[src/design/dsl_pkg.sv]
`default_nettype none

package dsl_pkg;

	// phase accumulator width and quarter-wave table size
	localparam int PHASE_BITS_DEF = 32;
	localparam int QUARTER_STEPS = 32;

	// field and register widths
	localparam int MS_W = 10;
	localparam int CFG_W = 16;
	localparam int RANGE_W = 8;
	localparam int DELAY_W = 16;
	localparam int MAG_W = 7;
	localparam int OUT_W = 25;
	localparam int STEP_P_W = CFG_W + MS_W;
	localparam int PROD1_W = MAG_W + CFG_W;
	localparam int PROD2_W = PROD1_W + RANGE_W;
	localparam int REM_W = 10;

	// register indexes
	localparam logic [1:0] REG_DEPTH = 2'd0;
	localparam logic [1:0] REG_RANGE = 2'd1;
	localparam logic [1:0] REG_SPEED = 2'd2;
	localparam logic [1:0] REG_DELAY = 2'd3;

	// register reset values
	localparam logic [CFG_W-1:0] DEPTH_RST = 16'd0;
	localparam logic [RANGE_W-1:0] RANGE_RST = 8'd1;
	localparam logic [CFG_W-1:0] SPEED_RST = 16'd1600;
	localparam logic [DELAY_W-1:0] DELAY_RST = 16'd0;

	// divisors: ms per second, and twice 127 for round to nearest
	localparam logic [REM_W-1:0] DIV_PHASE = 10'd1000;
	localparam logic [REM_W-1:0] DIV_OUT = 10'd254;
	localparam int OUT_BIAS = 127;

	typedef struct packed {
		logic start;
		logic sel_out;
	} div_req_t;

	// quarter-wave sine, 7-bit magnitude, entries 0..QUARTER_STEPS
	function automatic logic [MAG_W-1:0] quarter_sine(input logic [5:0] idx);
		logic [MAG_W-1:0] m;
		case (idx)
			6'd0: m = 7'h00;
			6'd1: m = 7'h06;
			6'd2: m = 7'h0C;
			6'd3: m = 7'h13;
			6'd4: m = 7'h19;
			6'd5: m = 7'h1F;
			6'd6: m = 7'h25;
			6'd7: m = 7'h2B;
			6'd8: m = 7'h31;
			6'd9: m = 7'h36;
			6'd10: m = 7'h3C;
			6'd11: m = 7'h41;
			6'd12: m = 7'h47;
			6'd13: m = 7'h4C;
			6'd14: m = 7'h51;
			6'd15: m = 7'h55;
			6'd16: m = 7'h5A;
			6'd17: m = 7'h5E;
			6'd18: m = 7'h62;
			6'd19: m = 7'h66;
			6'd20: m = 7'h6A;
			6'd21: m = 7'h6D;
			6'd22: m = 7'h70;
			6'd23: m = 7'h73;
			6'd24: m = 7'h75;
			6'd25: m = 7'h78;
			6'd26: m = 7'h7A;
			6'd27: m = 7'h7B;
			6'd28: m = 7'h7D;
			6'd29: m = 7'h7E;
			6'd30: m = 7'h7E;
			6'd31: m = 7'h7F;
			6'd32: m = 7'h7F;
			default: m = 7'h00;
		endcase
		return m;
	endfunction

endpackage

`default_nettype wire

[src/design/delayed_sine_lfo_top.sv]
// words are accepted only in idle, so a new word waits until the previous result moves to the output
// register; processing time is set by up to two passes through the shared radix-4 serial divider
// (phase step, then output rounding): the phase step pass is skipped while the delay holds the phase
// and the rounding pass when the output is forced to zero, and processing is longer while out_ready
// holds back the previous word; a new word is taken while a result waits in the output
// reset: async active low, clears phase, delay counter and control; registers to defaults
`default_nettype none

module delayed_sine_lfo_top import dsl_pkg::*; #(
	parameter int PHASE_BITS = PHASE_BITS_DEF
) (
	input wire logic clk,
	input wire logic arst_n,
	input wire logic in_valid,
	output logic in_ready,
	input wire logic [MS_W-1:0] elapsed_ms,
	input wire logic restart,
	output logic out_valid,
	input wire logic out_ready,
	output logic signed [OUT_W-1:0] lfo_value,
	input wire logic cfg_wr_en,
	input wire logic [1:0] cfg_addr,
	input wire logic [CFG_W-1:0] cfg_wdata
);

	// divider width: phase step dividend is speed*ms shifted up by PHASE_BITS-8,
	// rounded up to an even count for two bits per cycle
	localparam int DIV_W = ((PHASE_BITS + 19) / 2) * 2;

	// sequencer states
	localparam logic [3:0] ST_IDLE = 4'd0;
	localparam logic [3:0] ST_MUL = 4'd1;   // speed * ms
	localparam logic [3:0] ST_LDP = 4'd2;   // start phase step division
	localparam logic [3:0] ST_DIVP = 4'd3;  // wait, then add step to phase
	localparam logic [3:0] ST_SIN1 = 4'd4;  // table * depth
	localparam logic [3:0] ST_SIN2 = 4'd5;  // * range
	localparam logic [3:0] ST_LDO = 4'd6;   // start rounding division by 127
	localparam logic [3:0] ST_DIVO = 4'd7;  // wait, then apply sign
	localparam logic [3:0] ST_FIN = 4'd8;   // hand result to output register

	logic [3:0] state_q;

	// configuration registers
	logic [CFG_W-1:0] depth_q;
	logic [RANGE_W-1:0] range_q;
	logic [CFG_W-1:0] speed_q;
	logic [DELAY_W-1:0] delay_q;

	// oscillator state
	logic [PHASE_BITS-1:0] phase_q;
	logic [DELAY_W-1:0] delay_el_q;

	// per-word work registers
	logic [MS_W-1:0] ms_q;
	logic adv_q;
	logic zero_q;
	logic [STEP_P_W-1:0] p_q;
	logic signed [OUT_W-1:0] res_q;

	// output register
	logic out_valid_q;
	logic signed [OUT_W-1:0] lfo_value_q;

	logic accept;
	logic [DELAY_W-1:0] de_base;
	logic [DELAY_W:0] de_sum;
	logic running;
	logic [DELAY_W-1:0] de_new;
	logic [MS_W-1:0] ms_new;
	logic adv_new;
	logic zero_new;

	div_req_t div_req;
	logic [DIV_W-1:0] div_dividend;
	logic div_busy;
	logic [DIV_W-1:0] div_quot;

	logic [PROD2_W-1:0] sine_prod;
	logic sine_neg;
	logic [OUT_W-1:0] mag_out;
	logic out_load;

	assign accept = in_valid && in_ready;
	assign in_ready = (state_q == ST_IDLE);

	// restart first, then the start delay eats into the elapsed time
	always_comb begin
		de_base = restart ? '0 : delay_el_q;
		running = de_base < delay_q;
		de_sum = {1'b0, de_base} + (DELAY_W + 1)'(elapsed_ms);
		de_new = de_base;
		ms_new = elapsed_ms;
		adv_new = 1'b1;
		if (running) begin
			if (de_sum <= {1'b0, delay_q}) begin
				// still inside the delay: no phase motion
				de_new = de_sum[DELAY_W-1:0];
				adv_new = 1'b0;
			end else begin
				// crossing the end: only the leftover time advances
				de_new = delay_q;
				ms_new = MS_W'(de_sum - {1'b0, delay_q});
			end
		end
		zero_new = (depth_q == '0) || (de_new < delay_q);
	end

	// configuration writes
	always_ff @(posedge clk or negedge arst_n) begin
		if (!arst_n) begin
			depth_q <= DEPTH_RST;
			range_q <= RANGE_RST;
			speed_q <= SPEED_RST;
			delay_q <= DELAY_RST;
		end else if (cfg_wr_en) begin
			case (cfg_addr)
				REG_DEPTH: depth_q <= cfg_wdata;
				REG_RANGE: range_q <= cfg_wdata[RANGE_W-1:0];
				REG_SPEED: speed_q <= cfg_wdata;
				REG_DELAY: delay_q <= cfg_wdata;
				default: ;
			endcase
		end
	end

	// shared serial divider
	always_comb begin
		div_req.start = (state_q == ST_LDP) || (state_q == ST_LDO);
		div_req.sel_out = (state_q == ST_LDO);
		if (state_q == ST_LDO) begin
			// 2*prod+127 over 254 rounds prod/127 to nearest
			div_dividend = DIV_W'({sine_prod, 1'b0}) + DIV_W'(OUT_BIAS);
		end else begin
			div_dividend = DIV_W'(p_q) << (PHASE_BITS - 8);
		end
	end

	dsl_div #(
		.DIV_W(DIV_W)
	) u_div (
		.clk(clk),
		.arst_n(arst_n),
		.req(div_req),
		.dividend(div_dividend),
		.busy(div_busy),
		.quotient(div_quot)
	);

	// table lookup and scaling, follows the phase register every cycle
	dsl_sine u_sine (
		.clk(clk),
		.idx(phase_q[PHASE_BITS-1 -: MAG_W]),
		.depth(depth_q),
		.range_mult(range_q),
		.prod(sine_prod),
		.neg(sine_neg)
	);

	assign mag_out = div_quot[OUT_W-1:0];
	assign out_load = (state_q == ST_FIN) && (!out_valid_q || out_ready);

	// sequencer and oscillator state
	always_ff @(posedge clk or negedge arst_n) begin
		if (!arst_n) begin
			state_q <= ST_IDLE;
			phase_q <= '0;
			delay_el_q <= '0;
		end else begin
			case (state_q)
				ST_IDLE: begin
					if (accept) begin
						if (restart) begin
							phase_q <= '0;
						end
						delay_el_q <= de_new;
						state_q <= ST_MUL;
					end
				end
				ST_MUL: begin
					if (adv_q) begin
						state_q <= ST_LDP;
					end else if (zero_q) begin
						state_q <= ST_FIN;
					end else begin
						state_q <= ST_SIN1;
					end
				end
				ST_LDP: state_q <= ST_DIVP;
				ST_DIVP: begin
					if (!div_busy) begin
						phase_q <= phase_q + div_quot[PHASE_BITS-1:0];
						state_q <= zero_q ? ST_FIN : ST_SIN1;
					end
				end
				ST_SIN1: state_q <= ST_SIN2;
				ST_SIN2: state_q <= ST_LDO;
				ST_LDO: state_q <= ST_DIVO;
				ST_DIVO: begin
					if (!div_busy) begin
						state_q <= ST_FIN;
					end
				end
				ST_FIN: begin
					if (out_load) begin
						state_q <= ST_IDLE;
					end
				end
				default: state_q <= ST_IDLE;
			endcase
		end
	end

	// per-word payload
	always_ff @(posedge clk) begin
		if (accept) begin
			ms_q <= ms_new;
			adv_q <= adv_new;
			zero_q <= zero_new;
		end
		if (state_q == ST_MUL) begin
			p_q <= STEP_P_W'(speed_q) * STEP_P_W'(ms_q);
			res_q <= '0;
		end
		if (state_q == ST_DIVO && !div_busy) begin
			res_q <= sine_neg ? -$signed(mag_out) : $signed(mag_out);
		end
		if (out_load) begin
			lfo_value_q <= res_q;
		end
	end

	// output register: holds a word until taken
	always_ff @(posedge clk or negedge arst_n) begin
		if (!arst_n) begin
			out_valid_q <= 1'b0;
		end else if (out_load) begin
			out_valid_q <= 1'b1;
		end else if (out_ready) begin
			out_valid_q <= 1'b0;
		end
	end

	assign out_valid = out_valid_q;
	assign lfo_value = lfo_value_q;

endmodule

`default_nettype wire

[src/design/dsl_div.sv]
`default_nettype none

module dsl_div import dsl_pkg::*; #(
	parameter int DIV_W = 50
) (
	input wire logic clk,
	input wire logic arst_n,
	input wire div_req_t req,
	input wire logic [DIV_W-1:0] dividend,
	output logic busy,
	output logic [DIV_W-1:0] quotient
);

	// restoring division, two quotient bits per cycle
	localparam int STEPS = DIV_W / 2;
	localparam int CNT_W = $clog2(STEPS);
	localparam logic [CNT_W-1:0] LAST = CNT_W'(STEPS - 1);

	logic busy_q;
	logic [CNT_W-1:0] cnt_q;
	logic [DIV_W-1:0] dq_q;
	logic [REM_W-1:0] rem_q;
	logic [REM_W-1:0] divisor_q;

	logic [REM_W:0] r_a, r_a2, r_b, r_b2;
	logic ge_a, ge_b;
	logic [DIV_W-1:0] dq_d;

	always_comb begin
		r_a = {rem_q, dq_q[DIV_W-1]};
		ge_a = r_a >= {1'b0, divisor_q};
		r_a2 = ge_a ? r_a - {1'b0, divisor_q} : r_a;
		r_b = {r_a2[REM_W-1:0], dq_q[DIV_W-2]};
		ge_b = r_b >= {1'b0, divisor_q};
		r_b2 = ge_b ? r_b - {1'b0, divisor_q} : r_b;
		dq_d = {dq_q[DIV_W-3:0], ge_a, ge_b};
	end

	always_ff @(posedge clk or negedge arst_n) begin
		if (!arst_n) begin
			busy_q <= 1'b0;
			cnt_q <= '0;
		end else if (req.start) begin
			busy_q <= 1'b1;
			cnt_q <= '0;
		end else if (busy_q) begin
			cnt_q <= cnt_q + 1'b1;
			if (cnt_q == LAST) begin
				busy_q <= 1'b0;
			end
		end
	end

	always_ff @(posedge clk) begin
		if (req.start) begin
			dq_q <= dividend;
			rem_q <= '0;
			divisor_q <= req.sel_out ? DIV_OUT : DIV_PHASE;
		end else if (busy_q) begin
			dq_q <= dq_d;
			rem_q <= r_b2[REM_W-1:0];
		end
	end

	assign busy = busy_q;
	assign quotient = dq_q;

endmodule

`default_nettype wire

[src/design/dsl_sine.sv]
`default_nettype none

module dsl_sine import dsl_pkg::*; (
	input wire logic clk,
	input wire logic [MAG_W-1:0] idx,
	input wire logic [CFG_W-1:0] depth,
	input wire logic [RANGE_W-1:0] range_mult,
	output logic [PROD2_W-1:0] prod,
	output logic neg
);

	logic [4:0] low;
	logic [5:0] tidx;
	logic [MAG_W-1:0] mag;
	logic [PROD1_W-1:0] prod_s1;
	logic neg_s1;
	logic [PROD2_W-1:0] prod_s2;
	logic neg_s2;

	// second and fourth quarters read the table backwards
	always_comb begin
		low = idx[4:0];
		tidx = idx[5] ? 6'(QUARTER_STEPS) - {1'b0, low} : {1'b0, low};
		mag = quarter_sine(tidx);
	end

	always_ff @(posedge clk) begin
		prod_s1 <= PROD1_W'(mag) * PROD1_W'(depth);
		neg_s1 <= idx[MAG_W-1];
		prod_s2 <= PROD2_W'(prod_s1) * PROD2_W'(range_mult);
		neg_s2 <= neg_s1;
	end

	assign prod = prod_s2;
	assign neg = neg_s2;

endmodule

`default_nettype wire
[config.mk]
export PLATFORM = sky130hd
export DESIGN_NAME = delayed_sine_lfo_top
export DESIGN_NICKNAME = d
export VERILOG_FILES = /design/src/design/dsl_pkg.sv /design/src/design/delayed_sine_lfo_top.sv /design/src/design/dsl_div.sv /design/src/design/dsl_sine.sv
export SDC_FILE = /design/constraint.sdc
export NUM_CORES = 2
export LEC_CHECK = 0
export BUFFER_PORTS_ARGS = -buffer_cell sky130_fd_sc_hd__buf_2
export CORE_MARGIN = 2
export CORE_UTILIZATION = 25
export CTS_CLUSTER_SIZE = 10
export DETAILED_ROUTE_END_ITERATION = 10
export GPL_TIMING_DRIVEN = 0
export MAX_ROUTING_LAYER = met4
export PLACE_DENSITY = 0.44
export SYNTH_ARGS = -nofsm -noshare
export SYNTH_HDL_FRONTEND = slang
export SYNTH_SLANG_ARGS = --single-unit
[constraint.sdc]
create_clock -name clk -period 12.9 [get_ports clk]
set_input_delay 1.29 -clock clk [delete_from_list [all_inputs] [get_ports clk]]
set_output_delay 1.29 -clock clk [all_outputs]
set_load 0.005 [all_outputs]
Yosys cells after proc, flatten, opt, wreduce, memory -nomap -nowiden
Memories as Yosys holds them, arrays and structs flattened.
Index checks and enable logic that the tools add are counted.
{"block": "totals", "rom_bits": 448, "reg_bits": 329, "memories": 1, "input_bits": 34, "output_inout_bits": 27}
{"block": "classes", "n_addsub": 9, "n_mux": 34, "reduce_logical": 22, "n_eq_ne": 17, "n_mul": 3, "magnitude_cmp": 5}
{"name": "(no name shown)", "depth": 64, "word_bits": 7, "rd": 1, "rd_ports_with_merged_regs": 0, "write_ports": 0, "line": "dsl_pkg.sv:46", "text": "case (idx)"}
{"operator": "50-bit two-way mux", "count": 3}
{"operator": "32-bit two-way mux", "count": 3}
{"operator": "25-bit two-way mux", "count": 3}
{"operator": "32-bit one-hot mux with 2 select lines", "count": 1}
{"operator": "10-bit two-way mux", "count": 5}
{"operator": "16-bit two-way mux", "count": 3}
{"operator": "4-bit one-hot mux with 9 select lines", "count": 1}
{"operator": "32-bit by 7-bit adder with 33-bit output, second input constant", "count": 1}
{"operator": "32-bit adder", "count": 1}
{"operator": "16-bit less-than comparator", "count": 2}
{"operator": "23-bit by 8-bit multiplier with 31-bit output", "count": 1}
{"operator": "10-bit subtractor", "count": 3}
{"operator": "16-bit by 10-bit multiplier with 26-bit output", "count": 1}
{"operator": "25-bit negator", "count": 1}
{"operator": "4-bit two-way mux", "count": 6}
{"operator": "7-bit by 16-bit multiplier with 23-bit output", "count": 1}
{"operator": "11-bit by 10-bit >= comparator with 1-bit output", "count": 2}
{"operator": "16-bit by 10-bit adder with 17-bit output", "count": 1}
{"operator": "17-bit by 16-bit <= comparator with 1-bit output", "count": 1}
{"operator": "4-bit by 3-bit equality test with 1-bit output, second input constant", "count": 4}
{"operator": "16-bit logical NOT", "count": 1}
{"operator": "5-bit two-way mux", "count": 2}
{"operator": "2-bit AND reduction", "count": 5}
{"operator": "4-bit by 2-bit equality test with 1-bit output, second input constant", "count": 2}
{"operator": "other kinds (18)", "count": 36}

Depth between registers and ports, before layout
{"block": "logic_depth", "depth_word": 7, "mapped_depth": 36, "ltp_nobuf": 32}

By module
Synthesis repeated with hierarchy kept, for this count alone.
{"block": "hier_totals", "hier_cells": 3289, "hier_area_um2": 31905.6}
{"module": "delayed_sine_lfo_top", "instances": 1, "cells_each": 1780, "area_per_inst_um2": 17209.0}
{"module": "dsl_sine", "instances": 1, "cells_each": 1217, "area_per_inst_um2": 10993.0}
{"module": "dsl_div", "instances": 1, "cells_each": 292, "area_per_inst_um2": 3703.6}

Worst setup path before layout
OpenSTA, ideal clock, no wires.
{"block": "synth_path", "path_type": "in2reg", "start": "input restart", "end": "register zero_q (data pin)", "path_stages": 36, "setup_ns": 0.146, "arrival_ns": 7.803, "path_slack_ns": 4.951, "cell_sequence": "buf_2 -> buf_1 -> buf_1 -> nor2b_1 -> ha_1 -> a21o_1 -> maj3_1 -> o21ai_1 -> a31oi_1 -> a41o_1 -> a211oi_1 -> nand3b_1 -> xnor2_1 -> ha_1 -> a21o_1 -> a21o_1 -> a21oi_1 -> nand2_1 -> a311oi_1 -> nor2_1 -> a41oi_1 -> clkbuf_1 -> nor2_1 -> a21oi_1 -> o21ai_0 -> ha_1 -> a21o_1 -> a21o_1 -> a21o_1 -> a21o_1 -> a21o_1 -> a21oi_1 -> nor2b_1 -> o21ai_0 -> o21ai_0 -> a21oi_1"}
{"block": "synth_via", "elab_chain_len": 7, "word_cells_on_any_way": 8, "cone_classes": "add/sub (1); order compare (3); mux (3); reduce/logical (1)"}
{"element": "from (decl)", "line": "delayed_sine_lfo_top.sv:17", "text": "input wire logic restart,"}
{"element": "16-bit two-way mux (*)", "line": "delayed_sine_lfo_top.sv:88", "text": "de_base = restart ? '0 : delay_el_q;"}
{"element": "16-bit by 10-bit adder with 17-bit output", "line": "delayed_sine_lfo_top.sv:90", "text": "de_sum = {1'b0, de_base} + (DELAY_W + 1)'(elapsed_ms);"}
{"element": "17-bit by 16-bit <= comparator with 1-bit output", "line": "delayed_sine_lfo_top.sv:95", "text": "if (de_sum <= {1'b0, delay_q}) begin"}
{"element": "16-bit two-way mux", "line": "delayed_sine_lfo_top.sv:95"}
{"element": "16-bit two-way mux (*)", "line": "delayed_sine_lfo_top.sv:94", "text": "if (running) begin"}
{"element": "net de_new[9]", "line": "delayed_sine_lfo_top.sv:68", "text": "logic [DELAY_W-1:0] de_new;"}
{"element": "16-bit less-than comparator (*)", "line": "delayed_sine_lfo_top.sv:105", "text": "zero_new = (depth_q == '0) || (de_new < delay_q);"}
{"element": "1-bit logical OR (*)", "line": "delayed_sine_lfo_top.sv:105"}
{"element": "net zero_new", "line": "delayed_sine_lfo_top.sv:71", "text": "logic zero_new;"}
{"element": "to (signal assigned)", "line": "delayed_sine_lfo_top.sv:218", "text": "zero_q <= zero_new;"}
{"element": "to (decl)", "line": "delayed_sine_lfo_top.sv:56", "text": "logic zero_q;"}
The timed path passes the listed nets; every way through them passes the cells marked *.
A chain may end at the register's enable or synchronous reset.

Final worst setup path
Same ends and word-level chain as after synthesis.

==> summary.md <==
| Metric | Value |
|---|---|
| Die ar. | 126,000 sq um |
| Routed WL | between 80,000 and 90,000 um |
| Peak per-stage delay on the critical path | ~710 ps |
| Core area | ~120,000 sq um |
| Initial core utilization | 0.252 |
| Ys async rst share | 0.358 |
| Crit Path Max Fanout | 10 |
| Commonest cells after routing, fill and taps aside | nand2_1 (456), inv_1 (368), fa_1 (309) |
| Max Root-Sink Buffers | 3 |
| Final period utilization | 0.787 |
| Grt total ovfl | 0 |
| Post-Synth Adder-Cell Area | 0.307 |
| Synth Area in XOR/XNOR | 0.0518 |
| Vias | around 23,000 |
| Met3 layer usage reported by global route | 0.0185 |
| Worst skew pair latency | approximately 600 ps |
| Post-cts sizing count | 0 |
| Sequential share of the synthesized area | 0.273 |
| CP Capture Type | flop |
| Vias in the first global route | 23,566 |
| Root buf cell | clkbuf_16 |
| Yosys warning total | 0 |
| Final ANT Viol Nets | 0 |
| Most Frequent Cell on Critical Path | a21o_1 |
| Met1 Track Usage GR | 0.195 |
| Drt pass-1 iters | 5 |
| CTS clock-pin slew for the worst setup and hold paths | around 60 ps |
| Worst-margin pin slew | 1260 ps |
| Die X | 355 um |
| First-pass GRT wire length | approximately 140,000 um |
| Crit path time final | between 10,000 and 15,000 ps |
| Layout area overhead | 12.0% |
| Synth Area in Compound Gates | 0.114 |
| Filler instances | approximately 13,000 |
| Setup CP Type | in -> reg |
| Syn nets | roughly 3,900 |
| WHS | about 330 ps |
| Mean number of vias per cell | 4.50 |
| CP required | ~13,000 ps |
| Std-Cell Rows | between 100 and 150 |
| Drt drc | 0 |
| RSZ-0062 raised after global routing | no |
| Most common cell after layout, fill and taps aside | nand2_1 |
| Max Slew Vio Count | 0 |
| Setup Buffers After CTS | 0 |
| Nets | around 4,000 |
| Avg WL per Cell | roughly 17 um |
| Number of synthesized flops with an enable pin | 140 |
| Primary FF master, synth | edfxtp_1 |
| WP buf/inv | 4 |
| Die Span Y | ~350 um |
| Hold Crit Class | reg -> reg |
| Avg Cell Area, Syn | roughly 9.4 sq um |
| GRT Overall Usage | 0.140 |
| Initial antenna violation count | 2 |
| Max_slew headroom | 0.157 |
| Gr busiest metal | met2 |
| Fmax | 98.5 MHz |
| Clock Skew | 48.4 ps |
| CTS Buf Count | between 40 and 50 |
| Setup_tns | 0 ps |
| CP startpoint kind | input pin |
| Post-CTS Hold Buffers | 0 |
| Post-synth design cell area | approximately 31,000 sq um |
| Largest net degree at the start of global routing | 76 |
| CTS tree | done |
| Simple-gate area share of the yosys netlist | 0.168 |
| Count of cell types in the netlist | between 80 and 90 |
| Mux contribution to synthesized area | 0.0258 |
| Synth Instances | approximately 3,300 |
| Count of final setup violators | 0 |
| CP top delay family | compound AO/OA/AOI/OAI gates |
| Routability congestion estimate | between 0.8 and 0.9 |
| Outcome | finished clean |
| IO Pins | 61 |
| Layout cells sized above 1 | 0.0607 |
| Met2 usage in global routing | 0.215 |
| Critical Path AT | approximately 11,000 ps |
| Starting DRT DRC Count | 1,077 |
| Main combinational cell family by area after synthesis | adder cells |
| Seq cells post-synth | between 300 and 400 |
| Critical path's slowest cell | a41oi_1 |
| Hpwl dp | about 67,000 um |
| Port Buf Inserts | 58 |
| Max-Cap Viols | 0 |
| H-tree depth | 2 |
| Final hold vios | 0 |
| CTS sink count | 321 |
## worst paths after layout
check	start	to	slack, ps	cells past startpoint
max in group asynchronous	arst_n	speed_q[6]$_DFFE_PN1P_	11420	2
min in group asynchronous	arst_n	phase_q[11]$_DFFE_PN0P_	640	1
hold reg to reg	u_sine.neg_s1$_DFF_P_	u_sine.neg$_DFF_P_	330	0
hold / removal	u_sine.neg_s1$_DFF_P_	u_sine.neg$_DFF_P_	330	0
setup reg to reg	phase_q[25]$_DFFE_PN0P_	u_sine.prod_s1[22]$_DFF_P_	4060	25
setup / recovery	restart	zero_q$_DFFE_PP_	2750	35
## routing by layer
layer | wire (um) | up-vias | share of wire
met5 | 0 | - | 0
met4 | 1450 | 0 | 0.017
met3 | 2890 | 83 | 0.034
met2 | 38000 | 340 | 0.45
met1 | 42800 | 11096 | 0.50
li1 | - | 11089 | -
## worst register-to-register path: cells and delay by family, from the launching register on
family | cells | cell delay, ps
DFF | 1 | 660
muxes | 1 | 580
adders and majority gates | 7 | 3050
and+or+nand+nor | 2 | 310
xor gates and xnor gates | 1 | 370
buffers and inverters | 4 | 1110
AOI/OAI and AO/OA | 10 | 2610
## sequential cells by signal, summed over array words and instances (netlist names), 2 cells and up
register,flops
delay_el_q,16
u_div.quotient,50
res_q,25
speed_q,16
range_q,8
u_div.rem_q,10
lfo_value,25
state_q,4
u_sine.prod,31
depth_q,16
ms_q,10
u_div.divisor_q,2
u_div.cnt_q,5
phase_q,32
p_q,26
u_sine.prod_s1,23
delay_q,16
## stage by stage
stage	std cells	instance area (sq um)	setup slack, ps	util
after floorplan	3257	30800	4950	-
after global placement	4940	33100	2260	0.271
after detailed placement	4943	33100	2300	0.272
after CTS	5017	34400	2900	0.282
after global routing	5017	34400	2230	0.282
final	5020	34400	2750	0.283
## cells by family after synthesis
| group | after synthesis |
|---|---|
| xor+xnor | 182 |
| flops | 321 |
| mux | 72 |
| buf+inv | 488 |
| simple gates | 1077 |
| compound gates | 547 |
| fa+ha+maj | 570 |
## cells in the mapped netlist (all sizes together) (7+ instances only)
library cell,n,share of area
o31ai,14,0.0034
or3,16,0.0033
ha,256,0.10
clkbuf,102,0.012
mux2i,14,0.0046
nor4b,9,0.0028
nor2b,22,0.0046
a211oi,15,0.0037
a31o,7,0.0020
nand2,456,0.056
inv,369,0.045
a31oi,11,0.0022
a211o,7,0.0020
a21oi,138,0.022
buf,16,0.0022
o21bai,22,0.0054
nor4,13,0.0026
o21ai,159,0.026
nand4,24,0.0049
a41oi,8,0.0025
and3,17,0.0035
nor3,43,0.0070
dfxtp,66,0.043
nand3,35,0.0057
o211ai,9,0.0022
nor2,164,0.020
fa,309,0.20
and2,221,0.045
mux2,58,0.021
dfrtp,111,0.090
xor2,74,0.021
a21o,58,0.014
nand2b,28,0.0057
edfxtp,140,0.14
o21a,21,0.0051
xnor2,108,0.031
## layout make-up
| class | instances | area [sq um] | area share |
|---|---|---|---|
| Clock buffer | 63 | 1150 | 0.0334 |
| Buffer | 118 | 449 | 0.0130 |
| Clock inverter | 11 | 126 | 0.00367 |
| Tap cell | 1625 | 2030 | 0.0591 |
| Inverter | 370 | 1390 | 0.0403 |
| Antenna cell | 3 | 7.51 | 0.000218 |
| Sequential cell | 321 | 8410 | 0.244 |
| Timing Repair Buffer | 61 | 359 | 0.0104 |
| Multi-Input combinational cell | 2448 | 20500 | 0.596 |
Power is left out: the tool's default activity adds up to more than one toggle a clock period on the data nets, which glitch-free logic cannot reach.
